**src/rtl/hcb_pkg.sv**
```systemverilog
package hcb_pkg;
  localparam int MaxWidth = 2048;
  localparam int MaxPixels = 4194304;
  localparam int ColW = 11;
  localparam int SumW = 33;
  localparam int CntW = 23;
  localparam int DivSteps = 33;
  localparam int ConvSteps = 9;

  // Register indexes.
  localparam logic [2:0] RegWidth = 3'd0;
  localparam logic [2:0] RegHueLo = 3'd1;
  localparam logic [2:0] RegHueHi = 3'd2;
  localparam logic [2:0] RegSatLo = 3'd3;
  localparam logic [2:0] RegSatHi = 3'd4;
  localparam logic [2:0] RegValLo = 3'd5;
  localparam logic [2:0] RegValHi = 3'd6;
  localparam logic [2:0] RegMinArea = 3'd7;

  typedef struct packed {
    logic [11:0] image_width;
    logic [7:0]  hue_low;
    logic [7:0]  hue_high;
    logic [7:0]  sat_low;
    logic [7:0]  sat_high;
    logic [7:0]  val_low;
    logic [7:0]  val_high;
    logic [22:0] min_area;
  } cfg_t;

  // Controller to datapath commands.
  typedef struct packed {
    logic load;       // capture incoming pixel
    logic conv_start; // load the saturation and hue dividers
    logic conv_step;  // one saturation and hue division step
    logic acc;        // accumulate the converted pixel
    logic div_start;  // begin the centroid division
    logic div_step;   // one restoring division step
    logic clear;      // clear frame accumulators
  } cmd_t;

  // Datapath to controller status.
  typedef struct packed {
    logic last;       // captured pixel closed the frame
    logic conv_done;  // saturation and hue quotients complete
    logic div_needed; // count exceeded minimum area
    logic div_done;   // quotient complete
  } sts_t;
endpackage

```
**src/rtl/hcb_if.sv**
```systemverilog
interface hcb_in_if;
  logic       valid;
  logic       ready;
  logic [7:0] blue;
  logic [7:0] green;
  logic [7:0] red;
  logic       last_pixel;
  modport source (output valid, blue, green, red, last_pixel, input ready);
  modport sink (input valid, blue, green, red, last_pixel, output ready);
endinterface

interface hcb_out_if;
  logic               valid;
  logic               ready;
  logic signed [11:0] centroid_x;
  logic signed [23:0] area;
  logic               found;
  modport source (output valid, centroid_x, area, found, input ready);
  modport sink (input valid, centroid_x, area, found, output ready);
endinterface

```
**src/rtl/hsv_color_blob_centroid_top.sv**
```systemverilog
// A frame-closing pixel shows its word after capture, conversion, accumulation
// and the area check, and after the 33-step centroid division when it runs.
// Pixels are taken one at a time, each through capture, the 9-step saturation
// and hue dividers and accumulate; a waiting word holds off further pixels.
// Reset: synchronous active-low rst_n restores register defaults and clears
// the column, sum and count.
module hsv_color_blob_centroid_top (
  input  logic         clk,
  input  logic         rst_n,
  hcb_in_if.sink       in_ch,
  hcb_out_if.source    out_ch,
  input  logic         cfg_psel,
  input  logic         cfg_penable,
  input  logic         cfg_pwrite,
  input  logic [4:0]   cfg_paddr,
  input  logic [31:0]  cfg_pwdata,
  output logic [31:0]  cfg_prdata,
  output logic         cfg_pready
);
  hcb_pkg::cfg_t cfg;
  hcb_pkg::cmd_t cmd;
  hcb_pkg::sts_t sts;

  hcb_regs u_regs (.clk, .rst_n, .cfg_psel, .cfg_penable, .cfg_pwrite,
    .cfg_paddr, .cfg_pwdata, .cfg_prdata, .cfg_pready, .cfg);

  hcb_ctrl u_ctrl (.clk, .rst_n, .in_valid(in_ch.valid), .in_ready(in_ch.ready),
    .out_valid(out_ch.valid), .out_ready(out_ch.ready), .sts, .cmd);

  hcb_dp u_dp (.clk, .rst_n, .cfg, .blue(in_ch.blue), .green(in_ch.green),
    .red(in_ch.red), .last_pixel(in_ch.last_pixel), .cmd, .sts,
    .centroid_x(out_ch.centroid_x), .area(out_ch.area), .found(out_ch.found));
endmodule

```
**src/rtl/hcb_regs.sv**
```systemverilog
module hcb_regs (
  input  logic               clk,
  input  logic               rst_n,
  input  logic               cfg_psel,
  input  logic               cfg_penable,
  input  logic               cfg_pwrite,
  input  logic [4:0]         cfg_paddr,
  input  logic [31:0]        cfg_pwdata,
  output logic [31:0]        cfg_prdata,
  output logic               cfg_pready,
  output hcb_pkg::cfg_t      cfg
);
  hcb_pkg::cfg_t cfg_r;
  logic [2:0] idx;

  assign idx = cfg_paddr[4:2];
  assign cfg_pready = 1'b1;
  assign cfg = cfg_r;

  // Register writes on the access cycle.
  always_ff @(posedge clk) begin
    if (!rst_n) begin
      cfg_r.image_width <= 12'd640;
      cfg_r.hue_low <= 8'd32;
      cfg_r.hue_high <= 8'd43;
      cfg_r.sat_low <= 8'd50;
      cfg_r.sat_high <= 8'd255;
      cfg_r.val_low <= 8'd125;
      cfg_r.val_high <= 8'd255;
      cfg_r.min_area <= 23'd250;
    end else if (cfg_psel && cfg_penable && cfg_pwrite) begin
      case (idx)
        hcb_pkg::RegWidth:   cfg_r.image_width <= cfg_pwdata[11:0];
        hcb_pkg::RegHueLo:   cfg_r.hue_low <= cfg_pwdata[7:0];
        hcb_pkg::RegHueHi:   cfg_r.hue_high <= cfg_pwdata[7:0];
        hcb_pkg::RegSatLo:   cfg_r.sat_low <= cfg_pwdata[7:0];
        hcb_pkg::RegSatHi:   cfg_r.sat_high <= cfg_pwdata[7:0];
        hcb_pkg::RegValLo:   cfg_r.val_low <= cfg_pwdata[7:0];
        hcb_pkg::RegValHi:   cfg_r.val_high <= cfg_pwdata[7:0];
        hcb_pkg::RegMinArea: cfg_r.min_area <= cfg_pwdata[22:0];
        default: ;
      endcase
    end
  end

  // Read mux.
  always_comb begin
    case (idx)
      hcb_pkg::RegWidth:   cfg_prdata = {20'd0, cfg_r.image_width};
      hcb_pkg::RegHueLo:   cfg_prdata = {24'd0, cfg_r.hue_low};
      hcb_pkg::RegHueHi:   cfg_prdata = {24'd0, cfg_r.hue_high};
      hcb_pkg::RegSatLo:   cfg_prdata = {24'd0, cfg_r.sat_low};
      hcb_pkg::RegSatHi:   cfg_prdata = {24'd0, cfg_r.sat_high};
      hcb_pkg::RegValLo:   cfg_prdata = {24'd0, cfg_r.val_low};
      hcb_pkg::RegValHi:   cfg_prdata = {24'd0, cfg_r.val_high};
      hcb_pkg::RegMinArea: cfg_prdata = {9'd0, cfg_r.min_area};
      default:             cfg_prdata = 32'd0;
    endcase
  end
endmodule

```
**src/rtl/hcb_ctrl.sv**
```systemverilog
module hcb_ctrl (
  input  logic           clk,
  input  logic           rst_n,
  input  logic           in_valid,
  output logic           in_ready,
  output logic           out_valid,
  input  logic           out_ready,
  input  hcb_pkg::sts_t  sts,
  output hcb_pkg::cmd_t  cmd
);
  typedef enum logic [2:0] {
    S_IDLE, S_PREP, S_CONV, S_ACC, S_CHK, S_DIV, S_OUT
  } state_t;

  state_t state_r, state_nxt;
  logic out_valid_r, out_valid_nxt;

  assign in_ready = (state_r == S_IDLE) && !out_valid_r;
  assign out_valid = out_valid_r;

  // Commands and next state.
  always_comb begin
    state_nxt = state_r;
    out_valid_nxt = out_valid_r && !out_ready;
    cmd = '0;
    case (state_r)
      S_IDLE: begin
        if (in_valid && in_ready) begin
          cmd.load = 1'b1;
          state_nxt = S_PREP;
        end
      end
      S_PREP: begin
        cmd.conv_start = 1'b1;
        state_nxt = S_CONV;
      end
      S_CONV: begin
        cmd.conv_step = 1'b1;
        if (sts.conv_done) state_nxt = S_ACC;
      end
      S_ACC: begin
        // The pixel is counted first; a frame end then checks the area.
        cmd.acc = 1'b1;
        state_nxt = sts.last ? S_CHK : S_IDLE;
      end
      S_CHK: begin
        cmd.div_start = 1'b1;
        state_nxt = sts.div_needed ? S_DIV : S_OUT;
      end
      S_DIV: begin
        cmd.div_step = 1'b1;
        if (sts.div_done) state_nxt = S_OUT;
      end
      S_OUT: begin
        cmd.clear = 1'b1;
        out_valid_nxt = 1'b1;
        state_nxt = S_IDLE;
      end
      default: state_nxt = S_IDLE;
    endcase
  end

  always_ff @(posedge clk) begin
    if (!rst_n) begin
      state_r <= S_IDLE;
      out_valid_r <= 1'b0;
    end else begin
      state_r <= state_nxt;
      out_valid_r <= out_valid_nxt;
    end
  end
endmodule

```
**src/rtl/hcb_dp.sv**
```systemverilog
module hcb_dp (
  input  logic               clk,
  input  logic               rst_n,
  input  hcb_pkg::cfg_t      cfg,
  input  logic [7:0]         blue,
  input  logic [7:0]         green,
  input  logic [7:0]         red,
  input  logic               last_pixel,
  input  hcb_pkg::cmd_t      cmd,
  output hcb_pkg::sts_t      sts,
  output logic signed [11:0] centroid_x,
  output logic signed [23:0] area,
  output logic               found
);
  logic [7:0] b_r, g_r, r_r;
  logic       last_r;
  logic [hcb_pkg::ColW-1:0] col_r;
  logic [hcb_pkg::SumW-1:0] sum_r;
  logic [hcb_pkg::CntW:0]   cnt_r;
  logic [hcb_pkg::SumW-1:0] quo_r;
  logic [hcb_pkg::CntW:0]   rem_r;
  logic [5:0]               step_r;
  logic [17:0] s_rem_r, h_rem_r;
  logic [16:0] s_dsh_r, h_dsh_r;
  logic [8:0]  s_quo_r, h_quo_r;
  logic [3:0]  conv_r;
  logic [11:0] cx_r;
  logic [23:0] area_r;
  logic        found_r;

  // HSV conversion of the captured pixel.
  logic [7:0] v, mn, diff;
  logic signed [18:0] bs, gs, rs, ds, num;
  logic [17:0] s_dvd, h_dvd;
  logic s_ge, h_ge;
  logic [8:0] h_wrap;
  logic [7:0] s, h;
  logic in_mask;
  logic [11:0] w_eff;
  logic [11:0] col_cur;
  logic [11:0] col_inc;
  logic [hcb_pkg::CntW:0] rem_sh, rem_sub;

  always_comb begin
    v = b_r;
    if (g_r > v) v = g_r;
    if (r_r > v) v = r_r;
    mn = b_r;
    if (g_r < mn) mn = g_r;
    if (r_r < mn) mn = r_r;
    diff = v - mn;
    bs = 19'(b_r);
    gs = 19'(g_r);
    rs = 19'(r_r);
    ds = 19'(diff);
    // Hue numerator with the 180*diff offset folded in, so it is never negative.
    if (v == r_r)
      num = 19'sd30 * (gs - bs) + 19'sd180 * ds;
    else if (v == g_r)
      num = 19'sd240 * ds + 19'sd30 * (bs - rs);
    else
      num = 19'sd300 * ds + 19'sd30 * (rs - gs);
    // Dividends of the two rounded divisions.
    s_dvd = 18'(18'd510 * 18'(diff) + 18'(v));
    h_dvd = 18'(19'sd2 * num + ds);
    s_ge = s_rem_r >= {1'b0, s_dsh_r};
    h_ge = h_rem_r >= {1'b0, h_dsh_r};
    // The hue quotient lies in 150..330, so one subtraction wraps it.
    h_wrap = (h_quo_r >= 9'd180) ? h_quo_r - 9'd180 : h_quo_r;
    s = (v == 8'd0) ? 8'd0 : s_quo_r[7:0];
    h = (diff == 8'd0) ? 8'd0 : h_wrap[7:0];
    in_mask = h >= cfg.hue_low && h <= cfg.hue_high &&
              s >= cfg.sat_low && s <= cfg.sat_high &&
              v >= cfg.val_low && v <= cfg.val_high;
    w_eff = (cfg.image_width == 12'd0) ? 12'd1 :
            (cfg.image_width > 12'(hcb_pkg::MaxWidth)) ? 12'(hcb_pkg::MaxWidth) :
            cfg.image_width;
    col_cur = (12'(col_r) >= w_eff) ? 12'd0 : 12'(col_r);
    col_inc = col_cur + 12'd1;
    rem_sh = {rem_r[hcb_pkg::CntW-1:0], quo_r[hcb_pkg::SumW-1]};
    rem_sub = rem_sh - cnt_r;
  end

  assign sts = '{last: last_r,
                 conv_done: conv_r == 4'd1,
                 div_needed: cnt_r > {1'b0, cfg.min_area},
                 div_done: step_r == 6'd1};
  assign centroid_x = cx_r;
  assign area = area_r;
  assign found = found_r;

  always_ff @(posedge clk) begin
    if (cmd.load) begin
      b_r <= blue; g_r <= green; r_r <= red; last_r <= last_pixel;
    end
  end

  // Saturation and hue dividers: one quotient bit per step, MSB first.
  always_ff @(posedge clk) begin
    if (!rst_n) begin
      s_rem_r <= '0; s_dsh_r <= '0; s_quo_r <= '0;
      h_rem_r <= '0; h_dsh_r <= '0; h_quo_r <= '0;
      conv_r <= '0;
    end else if (cmd.conv_start) begin
      s_rem_r <= s_dvd; s_dsh_r <= {v, 9'd0}; s_quo_r <= '0;
      h_rem_r <= h_dvd; h_dsh_r <= {diff, 9'd0}; h_quo_r <= '0;
      conv_r <= 4'(hcb_pkg::ConvSteps);
    end else if (cmd.conv_step) begin
      if (s_ge) s_rem_r <= s_rem_r - {1'b0, s_dsh_r};
      s_quo_r <= {s_quo_r[7:0], s_ge};
      s_dsh_r <= s_dsh_r >> 1;
      if (h_ge) h_rem_r <= h_rem_r - {1'b0, h_dsh_r};
      h_quo_r <= {h_quo_r[7:0], h_ge};
      h_dsh_r <= h_dsh_r >> 1;
      conv_r <= conv_r - 4'd1;
    end
  end

  // Accumulators, centroid divider and result registers.
  always_ff @(posedge clk) begin
    if (!rst_n) begin
      col_r <= '0; sum_r <= '0; cnt_r <= '0;
      quo_r <= '0; rem_r <= '0; step_r <= '0;
      cx_r <= '0; area_r <= '0; found_r <= 1'b0;
    end else if (cmd.clear) begin
      col_r <= '0; sum_r <= '0; cnt_r <= '0;
    end else if (cmd.acc) begin
      col_r <= (col_inc >= w_eff) ? '0 : col_inc[hcb_pkg::ColW-1:0];
      if (in_mask && cnt_r < hcb_pkg::MaxPixels[hcb_pkg::CntW:0]) begin
        sum_r <= sum_r + {{(hcb_pkg::SumW-12){1'b0}}, col_cur};
        cnt_r <= cnt_r + {{hcb_pkg::CntW{1'b0}}, 1'b1};
      end
    end else if (cmd.div_start) begin
      quo_r <= sum_r;
      rem_r <= '0;
      step_r <= 6'(hcb_pkg::DivSteps);
      if (sts.div_needed) begin
        area_r <= cnt_r; found_r <= 1'b1;
      end else begin
        cx_r <= 12'hFFF; area_r <= 24'hFFFFFF; found_r <= 1'b0;
      end
    end else if (cmd.div_step) begin
      if (!rem_sub[hcb_pkg::CntW]) rem_r <= rem_sub;
      else rem_r <= rem_sh;
      quo_r <= {quo_r[hcb_pkg::SumW-2:0], !rem_sub[hcb_pkg::CntW]};
      step_r <= step_r - 6'd1;
      if (step_r == 6'd1)
        cx_r <= {quo_r[10:0], !rem_sub[hcb_pkg::CntW]};
    end
  end
endmodule

```
**src/flat_wrapper.sv**
```systemverilog
// flat-port wrapper written by rule: the top's interface ports become plain ports
module hsv_color_blob_centroid_top_flat 
  (clk, rst_n, cfg_psel, cfg_penable, cfg_pwrite, cfg_paddr, cfg_pwdata, cfg_prdata, cfg_pready, in_ch_valid, in_ch_blue, in_ch_green, in_ch_red, in_ch_last_pixel, in_ch_ready, out_ch_valid, out_ch_centroid_x, out_ch_area, out_ch_found, out_ch_ready);
  hcb_in_if in_ch_i ();
  hcb_out_if out_ch_i ();
  input  logic clk;
  input  logic rst_n;
  input  logic cfg_psel;
  input  logic cfg_penable;
  input  logic cfg_pwrite;
  input  logic [4:0] cfg_paddr;
  input  logic [31:0] cfg_pwdata;
  output logic [31:0] cfg_prdata;
  output logic cfg_pready;
  input wire logic [$bits(in_ch_i.valid)-1:0] in_ch_valid;
  input wire logic [$bits(in_ch_i.blue)-1:0] in_ch_blue;
  input wire logic [$bits(in_ch_i.green)-1:0] in_ch_green;
  input wire logic [$bits(in_ch_i.red)-1:0] in_ch_red;
  input wire logic [$bits(in_ch_i.last_pixel)-1:0] in_ch_last_pixel;
  output wire logic [$bits(in_ch_i.ready)-1:0] in_ch_ready;
  output wire logic [$bits(out_ch_i.valid)-1:0] out_ch_valid;
  output wire logic [$bits(out_ch_i.centroid_x)-1:0] out_ch_centroid_x;
  output wire logic [$bits(out_ch_i.area)-1:0] out_ch_area;
  output wire logic [$bits(out_ch_i.found)-1:0] out_ch_found;
  input wire logic [$bits(out_ch_i.ready)-1:0] out_ch_ready;
  assign in_ch_i.valid = in_ch_valid;
  assign in_ch_i.blue = in_ch_blue;
  assign in_ch_i.green = in_ch_green;
  assign in_ch_i.red = in_ch_red;
  assign in_ch_i.last_pixel = in_ch_last_pixel;
  assign in_ch_ready = in_ch_i.ready;
  assign out_ch_valid = out_ch_i.valid;
  assign out_ch_centroid_x = out_ch_i.centroid_x;
  assign out_ch_area = out_ch_i.area;
  assign out_ch_found = out_ch_i.found;
  assign out_ch_i.ready = out_ch_ready;
  hsv_color_blob_centroid_top u_core (.clk(clk), .rst_n(rst_n), .in_ch(in_ch_i), .out_ch(out_ch_i), .cfg_psel(cfg_psel), .cfg_penable(cfg_penable), .cfg_pwrite(cfg_pwrite), .cfg_paddr(cfg_paddr), .cfg_pwdata(cfg_pwdata), .cfg_prdata(cfg_prdata), .cfg_pready(cfg_pready));
endmodule
```
**config.mk**
```make
export PLATFORM = sky130hd
export DESIGN_NAME = hsv_color_blob_centroid_top_flat
export DESIGN_NICKNAME = d
export VERILOG_FILES = /design/src/rtl/hcb_pkg.sv /design/src/rtl/hcb_if.sv /design/src/rtl/hsv_color_blob_centroid_top.sv /design/src/rtl/hcb_regs.sv /design/src/rtl/hcb_ctrl.sv /design/src/rtl/hcb_dp.sv /design/src/flat_wrapper.sv
export SDC_FILE = /design/constraint.sdc
export NUM_CORES = 2
export LEC_CHECK = 0
export CORE_ASPECT_RATIO = 1.5
export CORE_UTILIZATION = 26
export CTS_BUF_LIST = sky130_fd_sc_hd__clkbuf_2 sky130_fd_sc_hd__clkbuf_4 sky130_fd_sc_hd__clkbuf_8
export DETAILED_ROUTE_END_ITERATION = 12
export DONT_BUFFER_PORTS = 1
export PLACE_DENSITY = 0.41
export SYNTH_ARGS = -nofsm -noshare
export SYNTH_HDL_FRONTEND = slang
export SYNTH_SLANG_ARGS = --single-unit
```
**constraint.sdc**
```tcl
create_clock -name clk -period 15.85 [get_ports clk]
set_clock_uncertainty 0.05 [all_clocks]
set_input_delay 1.585 -clock clk [delete_from_list [all_inputs] [get_ports clk]]
set_output_delay 1.585 -clock clk [all_outputs]
set_load 0.1 [all_outputs]
```
==> results list <==
- Largest net degree at the start of global routing: 82
- Once the clock tree was built, the setup fixing pass inserted 0 buffers.
* Fraction of synthesized cell area taken by the top area cell type: 20.85%
- In this run, synthesis produced a sequential element count of 370.
- Maximum Capacitance Violations: 0
* Count of unique library cells instantiated by Yosys: 97
- In the finished design, the share of the clock period the worst path needs comes to 80.21%.
- On the worst path, the slowest cell contributes a delay of 660 ps.
* Kind of start point of the critical path: flop
* Vias in the first global route: 28590
- Number of max-slew violations in the final report: 0
* Post-Syn Instances: a little over 4000
- Synthesized area per cell: 8.008 sq um
- The tightest min-delay check is of the flop to flop type.
* Area growth, synth to finish: 10.25%
- Sequential element share of the synthesized area: a little under a quarter
* Average detailed-routed wire length per instance: between 15 and 20 um
- The floorplan step set the die width to 293.5 um.
- The run finished with clean final reports.
* Floorplan core area: 126500 sq um
- Final Hold Viols: 0
- For the finished layout, the period the worst path requires is 12710 ps.
* Fraction of layout instances using a drive strength above 1: 5.902%
- Post-synthesis cell type with the largest combined area: sky130_fd_sc_hd__dfxtp_1
- Setup repair after global routing missed its margin: no
- Global routing consumed, on the met3 layer, 1.774% of the routing resources.
* Number of synthesized flops with an enable pin: 25
- Derived from the worst setup path, the maximum achievable clock frequency is 78.65 MHz.
- CP endpoint kind: flop
- Initial antenna violation count: 2
- Initial DRT Pass Iterations: 5
- Registers take about 7700 sq um.
* Final TNS setup: 0 ps
* Relative slew slack: about 22%
- Quantity of gates resized following cts: 0
- For this run, global-route usage on met1 was measured as 17.07%.
* Die Ht: 439.2 um
* Async set-or-reset flop fraction in the synthesized netlist: 0%
- CTS clock-pin slew for the worst setup and hold paths: ~70 ps
- met2 is the most crowded layer.
- The synthesized netlist occupies a cell area of 33130 sq um.
- Routed wire length: 108.0 mm
- Count of routing violations after the opening detailed-route iteration: around 1200
- Global routing consumed, on the met2 layer, roughly 35% of the routing resources.
- For the worst setup path, the data arrival time is 13240 ps.
- Ratio of routed vias to standard cells: approximately 4.8
- The floorplan has 160 rows.
- Routability-driven placement congestion ratio: 0.8128
- Total Die Area: 128900 sq um
* Number of nets in the final layout: 4690
* Worst Path Max Fanout: 13
- After routing the design area is 36530 sq um.
- Summed over all layers, the global routing overflow is 0.
* Routed via count: approximately 28000
- The critical path is of the flop to flop type.
- Final core utilization: 28.87%
- At the pin with the least slew margin, the transition time is between 1000 and 1500 ps.
- For this design, the slowest cell found on the critical path is sky130_fd_sc_hd__fa_1.
- IO buf count: 0
- TritonCTS clock tree: built
- Setup-failing EPs final: 0
- For this run, the number of Yosys warnings is 0.
- Number of H-tree levels: 3
- In this run the cell area measured after placement is 35030 sq um.
* Number of sinks on the clock net: 370
* Post-detailed-route count of antenna-violating nets: 0
* Layout filler cell count: 13760
- Summing all multi-input logic gate instances after layout gives 23130 sq um.
- Number of I/O pins: 141
* Number of clock buffers inserted by TritonCTS: 69
* Data required time of the critical path: 16380 ps
- Wire length of the first global-routing pass: 166.9 mm
- Global routing consumed, over all layers together, 16.80% of the routing resources.
- Dpl hpwl: roughly 84 mm
- Biggest area contributors in the synthesized netlist: sky130_fd_sc_hd__dfxtp_1, sky130_fd_sc_hd__ha_1, sky130_fd_sc_hd__fa_1
* Root buffer cell: sky130_fd_sc_hd__clkbuf_8
* Worst-Skew Late Latency: 740 ps
- In the routed design, unresolved DRC markers number 0.
* Number of buffers inserted for hold repair after clock tree synthesis: 0
- No sink is reached through more buffers than the 3 on the longest clock path.
- Initial standard-cell utilization of the core: 26.18%
- In the synthesized netlist the dominant register cell turns out to be sky130_fd_sc_hd__dfxtp_1.
layout make-up:
type                            instances  share of cell area (%)
Inverter                              473                   4.868
Clock buffer                          101                   3.532
Tap cell                             1701                   5.827
Multi-Input combinational cell       3129                   63.32
Timing Repair Buffer                   42                  0.9181
Antenna cell                            3                 0.02055
Clock inverter                         19                  0.5447
Sequential cell                       370                   20.97
worst paths after layout:
| path | startpoint | endpoint | slack (ps) | depth (start not counted) |
|---|---|---|---|---|
| setup / recovery | u_core.u_dp.b_r[1]$_DFFE_PP_ | u_core.u_dp.s_rem_r[15]$_SDFFE_PN0P_ | 3140 | 44 |
| hold / removal | u_core.u_dp.s_quo_r[3]$_SDFFE_PP0P_ | u_core.u_dp.s_quo_r[4]$_SDFFE_PP0P_ | 400 | 2 |
| setup reg to reg | u_core.u_dp.b_r[1]$_DFFE_PP_ | u_core.u_dp.s_rem_r[15]$_SDFFE_PN0P_ | 3140 | 44 |
| hold reg to reg | u_core.u_dp.s_quo_r[3]$_SDFFE_PP0P_ | u_core.u_dp.s_quo_r[4]$_SDFFE_PP0P_ | 400 | 2 |
Yosys cell counts, drive strengths merged (10+ instances only):
| master | count |
|---|---|
| xnor2 | 178 |
| and2 | 34 |
| a31oi | 26 |
| o211ai | 58 |
| or4 | 10 |
| dfxtp | 345 |
| nor4 | 29 |
| mux2 | 10 |
| edfxtp | 25 |
| a21boi | 19 |
| o21ai | 207 |
| ha | 436 |
| o31ai | 16 |
| nor2 | 353 |
| and3 | 26 |
| clkbuf | 142 |
| nor2b | 55 |
| a221oi | 14 |
| o21bai | 43 |
| inv | 472 |
| nand3 | 64 |
| a21oi | 340 |
| mux2i | 127 |
| buf | 31 |
| nand4 | 34 |
| or2 | 11 |
| nand2b | 58 |
| xor2 | 67 |
| a22oi | 26 |
| a211oi | 59 |
| o31a | 12 |
| a21o | 84 |
| nor3 | 53 |
| or3 | 23 |
| o21a | 30 |
| nand2 | 414 |
| fa | 100 |
registers in the layout, indices dropped and copies added, names as in the netlist, 9 cells and up:
signal                  count
u_core.u_regs.cfg          83
u_core.u_dp.quo_r          33
u_core.u_dp.sum_r          33
u_core.u_dp.area           24
u_core.u_dp.cnt_r          24
u_core.u_dp.rem_r          23
u_core.u_dp.h_rem_r        18
u_core.u_dp.s_rem_r        18
u_core.u_dp.h_dsh_r        17
u_core.u_dp.s_dsh_r        17
u_core.u_dp.centroid_x     12
u_core.u_dp.col_r          11
u_core.u_dp.h_quo_r         9
through the flow:
step / worst slack [ps] / std cells / hold WS (ps)
floorplan: 4719 / 4145 / 381.7
global placement: 3309 / 5715 / 394.0
detailed placement: 3186 / 5715 / 397.0
CTS: 3123 / 5835 / 405.4
global route: 2156 / 5836 / 425.2
finish: 3136 / 5838 / 403.5
metal layers:
metal	routed length, um	vias up
li1	-	14130
met1	40960	13270
met2	61510	390
met3	2706	128
met4	2829	0
met5	0	-
cells by family (layout without fill, tap and decap cells):
family	after synthesis	count (layout)	synth area share [%]
adders and majority gates	538	538	22.57
xor gates and xnor gates	245	245	6.523
buffers and inverters	646	635	7.516
other	2	13	0.02267
and+or+nand+nor	1186	1186	16.49
AOI/OAI and AO/OA	1012	1012	19.52
DFF	370	370	23.11
muxes	138	138	4.245
worst max-delay path, delay by kind of cell, from the launching register on:
kind	cells	cell delay, ps
compound gates	15	4120
xor+xnor	2	350
fa+ha+maj	8	3520
buf+inv	5	920
flops	1	540
simple gates	14	3040
cells in the final DEF (no fill, tap or decap), types with 41 or more instances in the layout:
cell type / Yosys / layout
sky130_fd_sc_hd__nand2b_1: 58 / 58
sky130_fd_sc_hd__o21ai_0: 200 / 199
sky130_fd_sc_hd__buf_4: 13 / 41
sky130_fd_sc_hd__a21oi_1: 337 / 331
sky130_fd_sc_hd__o211ai_1: 56 / 56
sky130_fd_sc_hd__a21o_1: 84 / 84
sky130_fd_sc_hd__nor2_1: 352 / 349
sky130_fd_sc_hd__nor3_1: 51 / 50
sky130_fd_sc_hd__nand2_1: 414 / 414
sky130_fd_sc_hd__ha_1: 436 / 436
sky130_fd_sc_hd__xnor2_1: 176 / 175
sky130_fd_sc_hd__fa_1: 100 / 100
sky130_fd_sc_hd__inv_1: 470 / 469
sky130_fd_sc_hd__nand3_1: 64 / 64
sky130_fd_sc_hd__xor2_1: 67 / 67
sky130_fd_sc_hd__dfxtp_1: 345 / 344
sky130_fd_sc_hd__a211oi_1: 55 / 55
sky130_fd_sc_hd__o21bai_1: 43 / 43
sky130_fd_sc_hd__nor2b_1: 55 / 54
sky130_fd_sc_hd__clkbuf_8: 0 / 85
sky130_fd_sc_hd__mux2i_1: 127 / 127
Power is left out: the tool's default activity adds up to more than one toggle a clock period on the data nets, which glitch-free logic cannot reach.
